==> config.mk <==
export PLATFORM = sky130hd
export DESIGN_NAME = rms_ctrl
export DESIGN_NICKNAME = d
export VERILOG_FILES = /design/src/rtl/rms_pkg.sv /design/src/rtl/rms_ctrl.sv
export SDC_FILE = /design/constraint.sdc
export NUM_CORES = 1
export LEC_CHECK = 0
export BUFFER_PORTS_ARGS = -buffer_cell sky130_fd_sc_hd__buf_2
export CAP_MARGIN = 5
export CORE_MARGIN = 3
export CORE_UTILIZATION = 55
export CTS_CLUSTER_SIZE = 8
export DETAILED_ROUTE_END_ITERATION = 8
export PLACE_DENSITY = 0.77
export SLEW_MARGIN = 20
export SYNTH_ARGS = -nofsm -noshare
export SYNTH_HDL_FRONTEND = slang
export SYNTH_SLANG_ARGS = --single-unit
==> constraint.sdc <==
create_clock -name clk -period 2 [get_ports clk]
set_clock_uncertainty 0.1 [all_clocks]
set_input_delay 0.2 -clock clk [delete_from_list [all_inputs] [get_ports clk]]
set_output_delay 0.2 -clock clk [all_outputs]
set_load 0.03 [all_outputs]
==> src/rtl/rms_pkg.sv <==
// shared types and codes for the relativistic momentum step block
`timescale 1ns / 1ps

package rms_pkg;

	localparam logic [1:0] MODE_FORCE = 2'd0;
	localparam logic [1:0] MODE_LOAD  = 2'd1;
	localparam logic [1:0] MODE_SEED  = 2'd2;
	localparam logic [1:0] MODE_NONE  = 2'd3;

	localparam logic [1:0] STATUS_OK       = 2'd0;
	localparam logic [1:0] STATUS_GUARD    = 2'd1;
	localparam logic [1:0] STATUS_OVERFLOW = 2'd2;

	localparam logic [1:0] REG_REST_MASS   = 2'd0;
	localparam logic [1:0] REG_LIGHT_SPEED = 2'd1;
	localparam logic [1:0] REG_BETA_LIMIT  = 2'd2;

	localparam logic [31:0] REST_MASS_RESET   = 32'h0001_0000;
	localparam logic [31:0] LIGHT_SPEED_RESET = 32'h0001_0000;
	localparam logic [15:0] BETA_LIMIT_RESET  = 16'hFFFF;
	localparam logic [31:0] ONE_Q16           = 32'h0001_0000;

	localparam logic [1:0] LANE_FIRST = 2'd0;
	localparam logic [1:0] LANE_LAST  = 2'd2;

	typedef enum logic [5:0] {
		OP_DISPATCH, OP_GUARD, OP_LOAD,
		OP_F_MUL, OP_F_ADD, OP_F_COMMIT,
		OP_S_MUL, OP_S_ACC, OP_S_ROOT, OP_S_SPEED, OP_S_BDIV, OP_S_BETA,
		OP_S_BSQ, OP_S_OROOT, OP_S_GDIV, OP_S_MG, OP_S_MGL, OP_S_MGH,
		OP_S_MGA, OP_S_M, OP_S_PMUL, OP_S_PDIV, OP_S_PSET,
		OP_O_ZERO, OP_O_MC, OP_O_Q0, OP_O_Q1, OP_O_Q2, OP_O_Q3, OP_O_Q4,
		OP_O_PMUL, OP_O_PACC, OP_O_EROOT, OP_O_VMUL, OP_O_VDIV, OP_O_VSET,
		OP_O_GDIV, OP_O_GSET, OP_O_K0, OP_O_K1, OP_O_K2, OP_O_KDIV, OP_O_KSET
	} op_t;

	typedef struct packed {
		logic       issue;
		logic       capture;
		logic       out_load;
		op_t        op;
		logic [1:0] lane;
	} cmd_t;

	typedef struct packed {
		logic [1:0] mode;
		logic       mass_zero;
		logic       dt_zero;
		logic       root_zero;
		logic       busy;
	} stat_t;

endpackage

==> src/rtl/rms_ctrl.sv <==
// controller: sequences datapath operations per item and runs both handshakes
`timescale 1ns / 1ps

module rms_ctrl (
	input  logic           clk,
	input  logic           arst_n,
	input  logic           in_valid,
	output logic           in_ready,
	output logic           out_valid,
	input  logic           out_ready,
	input  rms_pkg::stat_t stat,
	output rms_pkg::cmd_t  cmd
);

	typedef enum logic [3:0] {
		ST_IDLE  = 4'b0001,
		ST_ISSUE = 4'b0010,
		ST_WAIT  = 4'b0100,
		ST_DONE  = 4'b1000
	} state_t;

	state_t          state_q;
	rms_pkg::op_t    op_q;
	logic [1:0]      lane_q;
	logic            out_valid_q;
	rms_pkg::op_t    nxt_op;
	rms_pkg::op_t    out_op;
	logic [1:0]      nxt_lane;
	logic            nxt_fin;
	logic            starts;
	logic            capture;
	logic            out_load;
	logic            last;

	assign capture  = in_valid && (state_q == ST_IDLE);
	assign out_load = (state_q == ST_DONE) && (!out_valid_q || out_ready);
	assign last     = lane_q == rms_pkg::LANE_LAST;
	assign out_op   = stat.mass_zero ? rms_pkg::OP_O_ZERO : rms_pkg::OP_O_MC;

	always_comb begin
		case (op_q) inside
			rms_pkg::OP_S_ROOT, rms_pkg::OP_S_BDIV, rms_pkg::OP_S_OROOT, rms_pkg::OP_S_GDIV,
			rms_pkg::OP_S_PDIV, rms_pkg::OP_O_EROOT, rms_pkg::OP_O_VDIV, rms_pkg::OP_O_GDIV,
			rms_pkg::OP_O_KDIV: starts = 1'b1;
			default: starts = 1'b0;
		endcase
	end

	always_comb begin
		nxt_op   = rms_pkg::OP_DISPATCH;
		nxt_lane = rms_pkg::LANE_FIRST;
		nxt_fin  = 1'b0;
		case (op_q)
			rms_pkg::OP_DISPATCH: begin
				unique case (stat.mode)
					rms_pkg::MODE_FORCE: nxt_op = (stat.mass_zero || stat.dt_zero)
						? rms_pkg::OP_GUARD : rms_pkg::OP_F_MUL;
					rms_pkg::MODE_LOAD: nxt_op = rms_pkg::OP_LOAD;
					rms_pkg::MODE_SEED: nxt_op = stat.mass_zero
						? rms_pkg::OP_GUARD : rms_pkg::OP_S_MUL;
					default: nxt_op = rms_pkg::OP_GUARD;
				endcase
			end
			rms_pkg::OP_GUARD, rms_pkg::OP_LOAD, rms_pkg::OP_F_COMMIT: nxt_op = out_op;
			rms_pkg::OP_F_MUL: begin
				nxt_op   = rms_pkg::OP_F_ADD;
				nxt_lane = lane_q;
			end
			rms_pkg::OP_F_ADD: begin
				nxt_op   = last ? rms_pkg::OP_F_COMMIT : rms_pkg::OP_F_MUL;
				nxt_lane = last ? rms_pkg::LANE_FIRST : lane_q + 2'd1;
			end
			rms_pkg::OP_S_MUL: begin
				nxt_op   = rms_pkg::OP_S_ACC;
				nxt_lane = lane_q;
			end
			rms_pkg::OP_S_ACC: begin
				nxt_op   = last ? rms_pkg::OP_S_ROOT : rms_pkg::OP_S_MUL;
				nxt_lane = last ? rms_pkg::LANE_FIRST : lane_q + 2'd1;
			end
			rms_pkg::OP_S_ROOT:  nxt_op = rms_pkg::OP_S_SPEED;
			rms_pkg::OP_S_SPEED: nxt_op = stat.root_zero ? out_op : rms_pkg::OP_S_BDIV;
			rms_pkg::OP_S_BDIV:  nxt_op = rms_pkg::OP_S_BETA;
			rms_pkg::OP_S_BETA:  nxt_op = rms_pkg::OP_S_BSQ;
			rms_pkg::OP_S_BSQ:   nxt_op = rms_pkg::OP_S_OROOT;
			rms_pkg::OP_S_OROOT: nxt_op = rms_pkg::OP_S_GDIV;
			rms_pkg::OP_S_GDIV:  nxt_op = rms_pkg::OP_S_MG;
			rms_pkg::OP_S_MG:    nxt_op = rms_pkg::OP_S_MGL;
			rms_pkg::OP_S_MGL:   nxt_op = rms_pkg::OP_S_MGH;
			rms_pkg::OP_S_MGH:   nxt_op = rms_pkg::OP_S_MGA;
			rms_pkg::OP_S_MGA:   nxt_op = rms_pkg::OP_S_M;
			rms_pkg::OP_S_M:     nxt_op = rms_pkg::OP_S_PMUL;
			rms_pkg::OP_S_PMUL: begin
				nxt_op   = rms_pkg::OP_S_PDIV;
				nxt_lane = lane_q;
			end
			rms_pkg::OP_S_PDIV: begin
				nxt_op   = rms_pkg::OP_S_PSET;
				nxt_lane = lane_q;
			end
			rms_pkg::OP_S_PSET: begin
				nxt_op   = last ? out_op : rms_pkg::OP_S_PMUL;
				nxt_lane = last ? rms_pkg::LANE_FIRST : lane_q + 2'd1;
			end
			rms_pkg::OP_O_ZERO: nxt_fin = 1'b1;
			rms_pkg::OP_O_MC:   nxt_op = rms_pkg::OP_O_Q0;
			rms_pkg::OP_O_Q0:   nxt_op = rms_pkg::OP_O_Q1;
			rms_pkg::OP_O_Q1:   nxt_op = rms_pkg::OP_O_Q2;
			rms_pkg::OP_O_Q2:   nxt_op = rms_pkg::OP_O_Q3;
			rms_pkg::OP_O_Q3:   nxt_op = rms_pkg::OP_O_Q4;
			rms_pkg::OP_O_Q4:   nxt_op = rms_pkg::OP_O_PMUL;
			rms_pkg::OP_O_PMUL: begin
				nxt_op   = rms_pkg::OP_O_PACC;
				nxt_lane = lane_q;
			end
			rms_pkg::OP_O_PACC: begin
				nxt_op   = last ? rms_pkg::OP_O_EROOT : rms_pkg::OP_O_PMUL;
				nxt_lane = last ? rms_pkg::LANE_FIRST : lane_q + 2'd1;
			end
			rms_pkg::OP_O_EROOT: nxt_op = rms_pkg::OP_O_VMUL;
			rms_pkg::OP_O_VMUL: begin
				nxt_op   = rms_pkg::OP_O_VDIV;
				nxt_lane = lane_q;
			end
			rms_pkg::OP_O_VDIV: begin
				nxt_op   = rms_pkg::OP_O_VSET;
				nxt_lane = lane_q;
			end
			rms_pkg::OP_O_VSET: begin
				nxt_op   = last ? rms_pkg::OP_O_GDIV : rms_pkg::OP_O_VMUL;
				nxt_lane = last ? rms_pkg::LANE_FIRST : lane_q + 2'd1;
			end
			rms_pkg::OP_O_GDIV: nxt_op = rms_pkg::OP_O_GSET;
			rms_pkg::OP_O_GSET: nxt_op = rms_pkg::OP_O_K0;
			rms_pkg::OP_O_K0:   nxt_op = rms_pkg::OP_O_K1;
			rms_pkg::OP_O_K1:   nxt_op = rms_pkg::OP_O_K2;
			rms_pkg::OP_O_K2:   nxt_op = rms_pkg::OP_O_KDIV;
			rms_pkg::OP_O_KDIV: nxt_op = rms_pkg::OP_O_KSET;
			rms_pkg::OP_O_KSET: nxt_fin = 1'b1;
			default: nxt_fin = 1'b1;
		endcase
	end

	always_ff @(posedge clk or negedge arst_n) begin
		if (!arst_n) begin
			state_q     <= ST_IDLE;
			op_q        <= rms_pkg::OP_DISPATCH;
			lane_q      <= rms_pkg::LANE_FIRST;
			out_valid_q <= 1'b0;
		end else begin
			if (out_load) begin
				out_valid_q <= 1'b1;
			end else if (out_ready) begin
				out_valid_q <= 1'b0;
			end
			unique case (state_q)
				ST_IDLE: begin
					if (capture) begin
						op_q    <= rms_pkg::OP_DISPATCH;
						lane_q  <= rms_pkg::LANE_FIRST;
						state_q <= ST_ISSUE;
					end
				end
				ST_ISSUE: begin
					if (nxt_fin) begin
						state_q <= ST_DONE;
					end else begin
						op_q    <= nxt_op;
						lane_q  <= nxt_lane;
						state_q <= starts ? ST_WAIT : ST_ISSUE;
					end
				end
				ST_WAIT: begin
					if (!stat.busy) begin
						state_q <= ST_ISSUE;
					end
				end
				ST_DONE: begin
					if (out_load) begin
						state_q <= ST_IDLE;
					end
				end
				default: state_q <= ST_IDLE;
			endcase
		end
	end

	assign in_ready     = state_q == ST_IDLE;
	assign out_valid    = out_valid_q;
	assign cmd.issue    = state_q == ST_ISSUE;
	assign cmd.capture  = capture;
	assign cmd.out_load = out_load;
	assign cmd.op       = op_q;
	assign cmd.lane     = lane_q;

	a_idle_units: assert property (@(posedge clk) disable iff (!arst_n)
		state_q == ST_IDLE |-> !stat.busy)
		else $error("arithmetic unit busy while idle");

	a_capture_dispatch: assert property (@(posedge clk) disable iff (!arst_n)
		capture |=> state_q == ST_ISSUE && op_q == rms_pkg::OP_DISPATCH)
		else $error("accepted item not dispatched");

	a_done_holds: assert property (@(posedge clk) disable iff (!arst_n)
		state_q == ST_DONE && out_valid_q && !out_ready |=> state_q == ST_DONE)
		else $error("finished item dropped while output stalled");

	a_lane_range: assert property (@(posedge clk) disable iff (!arst_n)
		state_q == ST_ISSUE |-> lane_q != 2'd3)
		else $error("lane out of range");

endmodule

After elaboration in Yosys (flattened, before gate mapping):

Index checks and enable logic that the tools add are counted.

* register bits: 13
* input port bits: 10
* output and inout port bits: 13
* word-level logic and storage cells: 102

* add/subtract/negate cells: 1
* eq/ne operators: 52
* mux-type cells: 28
* reductions and logical operators: 17

Operators by type and width (count)
* case mux 6 bit (39 select lines): 1
* == test 6 x 5 -> 1 bit, second input constant: 15
* == test 6 bit, second input constant: 10
* == test 6 x 4 -> 1 bit, second input constant: 8
* OR reduction 41 bit: 1
* two-way mux 4 bit: 7
* == test 6 x 3 -> 1 bit, second input constant: 4
* two-way mux 6 bit: 3
* case mux 4 bit (4 select lines): 1
* == test 6 x 2 -> 1 bit, second input constant: 2
* two-way mux 3 bit: 4
* case mux 6 bit (2 select lines): 1
* case mux 3 bit (3 select lines): 1
* OR reduction 9 bit: 1
* two-way mux 2 bit: 4
* inequality test 2 bit, second input constant: 4
* case mux 2 bit (2 select lines): 2
* OR reduction 7 bit: 1
* == test 6 x 1 -> 1 bit, second input constant: 1
* logical NOT 6 bit: 1
* AND reduction 3 bit: 2
* two-way mux 5 bit: 1
* OR reduction 5 bit: 1
* == test 2 bit, second input constant: 2
* other kinds (15): 20

Depth between registers and ports, before layout:

* depth after elaboration: 6
* gate-level depth with buffers: 8
* depth with buffers taken out: 6

Worst setup path before layout:

No wires, ideal clock.

* kind: reg-to-reg
* start point: register op_q[1]
* end point: register op_q[3]
* library setup time: 0.131 ns
* arrival time: 1.715 ns
* setup slack: 0.053 ns
* stages on the path, launching flop included: 9
* buffers on the path: 2
* path through: dfrtp_1 -> buf_4 -> nor2b_1 -> buf_6 -> o211ai_1 -> and3_1 -> o22ai_1 -> o41ai_1 -> nand2_1

* cells in the longest elaborated chain, start to end: 5
* elaborated cells between the ends (all ways): 48

Ends and longest elaborated chain
* from (decl): RTL line rms_ctrl.sv:23 `rms_pkg::op_t op_q;`
* from (signal assigned): RTL line rms_ctrl.sv:147 `op_q <= rms_pkg::OP_DISPATCH;`
* from (signal assigned): RTL line rms_ctrl.sv:159 `op_q <= rms_pkg::OP_DISPATCH;`
* from (signal assigned): RTL line rms_ctrl.sv:168 `op_q <= nxt_op;`
* == test 6 x 1 -> 1 bit, or another cell as far along: RTL line rms_ctrl.sv:53 `case (op_q)`
* OR reduction 3 bit: RTL line rms_ctrl.sv:53
* case mux 6 bit (39 select lines): RTL line rms_ctrl.sv:53
* two-way mux 6 bit: RTL line rms_ctrl.sv:165 `if (nxt_fin) begin`
* case mux 6 bit (2 select lines): RTL line rms_ctrl.sv:156 `unique case (state_q)`

Several ways; a longest one is shown, not always the timed one. The select of a mux whose other input is x is not followed.
A chain may end at the register's enable or synchronous reset.

Worst setup path in the final report:

* start point: register op_q[2]
* end point: register op_q[5]

Same word-level chain as after synthesis.

==> results.md <==
* Clock latency of the later-clocked register in the worst-skew pair at 0.28 ns
* First-pass GRT wire length at 8190 um
* Floorplan die area at 0.00366 mm^2
* Root buf cell: sky130_fd_sc_hd__clkbuf_4
* Final setup violation count at 0
* Final Hold Vio Count at 0
* Critical Path End Type: flip-flop
* Area delta synth->final at 22.3%
* Number of storage elements in the synthesis netlist at 13
* Biggest area contributors in the synthesized netlist: sky130_fd_sc_hd__dfrtp_1, sky130_fd_sc_hd__nand2_1, sky130_fd_sc_hd__a21oi_1
* Max IR drop VDD at 0.894 mV
* Area fraction of the dominant cell type after synthesis at 18.4%
* Post-synth net total at 234
* Number of levels the H-tree was split into at 1
* Ratio of total power to cell area at 1670 mW/mm^2
* Hold/Removal Path Class: primary input to flip-flop
* Post-synthesis instance total at 224
* Ratio of routed vias to standard cells at 6.69
* Antenna violations before repair at 0
* Number of routed nets with antenna violations at 0
* Top flip-flop cell by instance count after synthesis: sky130_fd_sc_hd__dfrtp_1
* Shortest period the worst path allows at 1.94 ns
* Clock Tree Buf Depth at 2
* Critical path's largest stage delay at 0.43 ns
* Final Wtd Congestion at 0.941
* Floorplan Core Area at 0.00281 mm^2
* Final cycle utilization of the critical path at 96.9%
* Launch instance of the worst min-delay path: in_valid
* CP startpoint kind: flip-flop
* Post-layout nets at 274
* Worst Path Max Fanout at 5
* Overall die height at 60.5 um
* Routed wire length at 5270 um
* Count of inserted antenna diode cells at 0
* Initial core utilization at 58.3%
* Area of the mapped netlist at 0.00163 mm^2
* Area leader, netlist: sky130_fd_sc_hd__dfrtp_1
* Type of the worst setup path: flip-flop to flip-flop
* Highest attainable clock frequency at 0.516 GHz
* Sum of negative setup slack at 0 ns
* Via count of the routed design at 1966
* IO Pins at 23
* Ordered list of cells on the worst path: buf_4 -> and2_1 -> o21ai_0 -> o21ai_2 -> or2_4 -> o211ai_2 -> o21ai_1
* Count of different cell masters after synthesis at 54
* Arrival time worst endpoint at 2.00 ns
* Most numerous cell in the Yosys netlist: sky130_fd_sc_hd__nand2_1
* Max capacitance violation total at 0
* Total grt overflow at 0
* Number of remaining DRC errors at 0
* Number of synthesis warnings at 0
* Clock tree from TritonCTS: yes
* Vias in the first global route at 1675
* Most frequent cells after synthesis: sky130_fd_sc_hd__nand2_1, sky130_fd_sc_hd__nor2_1, sky130_fd_sc_hd__a21oi_1
* Fin. max-slew vios at 0
* Slew headroom at 64.0%
* Fraction of layout instances using a drive strength above 1 at 29.3%
* Largest net degree at the start of global routing at 23
* HPWL Detailed at 3840 um
* CP max stage cell: sky130_fd_sc_hd__dfrtp_1
* Number of rows in the core area at 19
* Die outline width at 60.5 um
* Overall Global Routing Usage at 29.8%
* Violation count after the first detailed-route iteration at 308
* Leakage power at 0.000869 uW
* Average footprint of a synthesized cell at 7.29 um^2
* Data required time at the worst endpoint at 2.06 ns
* Transition time at the pin with the least slew margin at 0.539 ns
* Fraction of the yosys area taken by sequential cells at 20.0%
* Number of buffers added on ports at 22
* Startpoint of the worst register-to-register path: op_q[2]
* Final Core Density at 71.2%
* # Post-CTS Setup Buffers at 0
* Worst setup path start: op_q[2]
* Clk slew on worst S/H paths at 0.08 ns
* Asr flop ratio synth at 100%
* Number of flops mapped to enable cells by yosys at 0
* Number of optimization iterations in the first detailed-route pass at 5
* Number of buffers created by CTS at 3
* Per-cell routed wire length at 17.9 um
* Result of the run: completed
* Clock Sink Count at 13
[cell families after synthesis]
family / after synthesis / share of synthesized area (%)
XOR/XNOR: 2 / 1.07
AND/OR/NAND/NOR: 97 / 32.4
AO/OA/AOI/OAI: 76 / 32.2
flip-flops: 13 / 20.0
buffers and inverters: 30 / 10.6
multiplexers: 6 / 3.75
[power breakdown]
group | leakage [uW] | switching, uW | total [uW] | internal, uW
Sequential | 0.000163 | 139 | 504 | 365
Clock | 0.0000150 | 88.3 | 166 | 77.3
Combinational | 0.000691 | 1580 | 2670 | 1090
Total | 0.000869 | 1810 | 3340 | 1540
[worst paths after layout]
kind / cells after the start / slack, ns / end
setup reg to reg: 7 / 0.06 / op_q[5]
max in group asynchronous: 2 / 1.28 / state_q[0]
min in group asynchronous: 2 / 0.24 / op_q[3]
hold reg to reg: 2 / 0.46 / state_q[0]
setup / recovery: 7 / 0.06 / op_q[5]
hold / removal: 2 / 0.04 / state_q[0]
[through the flow]
stage	hold WS (ns)	area, um^2	instances	power, uW	setup WS, ns
detailed placement	-0.000238	1920	289	3020	-0.0997
finish	0.0365	2000	294	3340	0.0618
global route	0.0288	2000	294	3560	-0.0220
floorplan	-0.196	1630	224	2240	0.0534
CTS	0.0118	1970	294	3220	0.0417
global placement	-0.00105	1920	289	3000	-0.0900
[sequential cells by signal, indices dropped and copies added (netlist names)]
signal	count
lane_q	2
op_q	6
out_valid	1
state_q	4
[what timing repair did]
action	CTS	global route
pin swaps	0	0
gates resized for setup	5	10
endpoints found under the setup margin	6	9
hold buffers	1	0
endpoints found under the hold margin	13	0
[area by class of cell]
class | instances | area [um^2]
flip-flops and latches | 13 | 330
well taps | 31 | 38.8
clock buffers | 4 | 26.3
fillers | 240 | 807
multi-input cells | 181 | 1170
inverters | 8 | 30.0
repair buffers | 57 | 405
[placed cells by master, fill, tap and decap left out, drive strengths merged, types with 3 or more instances in the layout]
master	instances
nor2	18
o21ai	12
nor3b	7
nor3	6
nor2b	10
nand2b	9
inv	8
a2111oi	3
o32ai	3
dfrtp	12
mux2i	5
nand3	9
o22ai	6
a21oi	15
nand2	22
a211oi	4
o31ai	3
clkbuf	6
a32o	3
a31oi	7
buf	54
a22oi	7
nand4	6
o211ai	3
[worst max-delay path, delay by kind of cell, from the launching register on]
family | cells | cell delay [ns]
AOI/OAI and AO/OA | 4 | 0.62
buffers and inverters | 1 | 0.17
DFF | 1 | 0.43
and+or+nand+nor | 2 | 0.50
[routing by layer]
metal  track usage [%]  vias to the layer above  part of all wire (%)
met1              40.9                      894                    39
li1                  -                      918                     -
met2              48.3                      136                    48
met3              4.26                       18                   9.9
met5                 0                        -                     0
met4              9.91                        0                   2.5
Note: power is estimated with default switching activity, not from simulation.
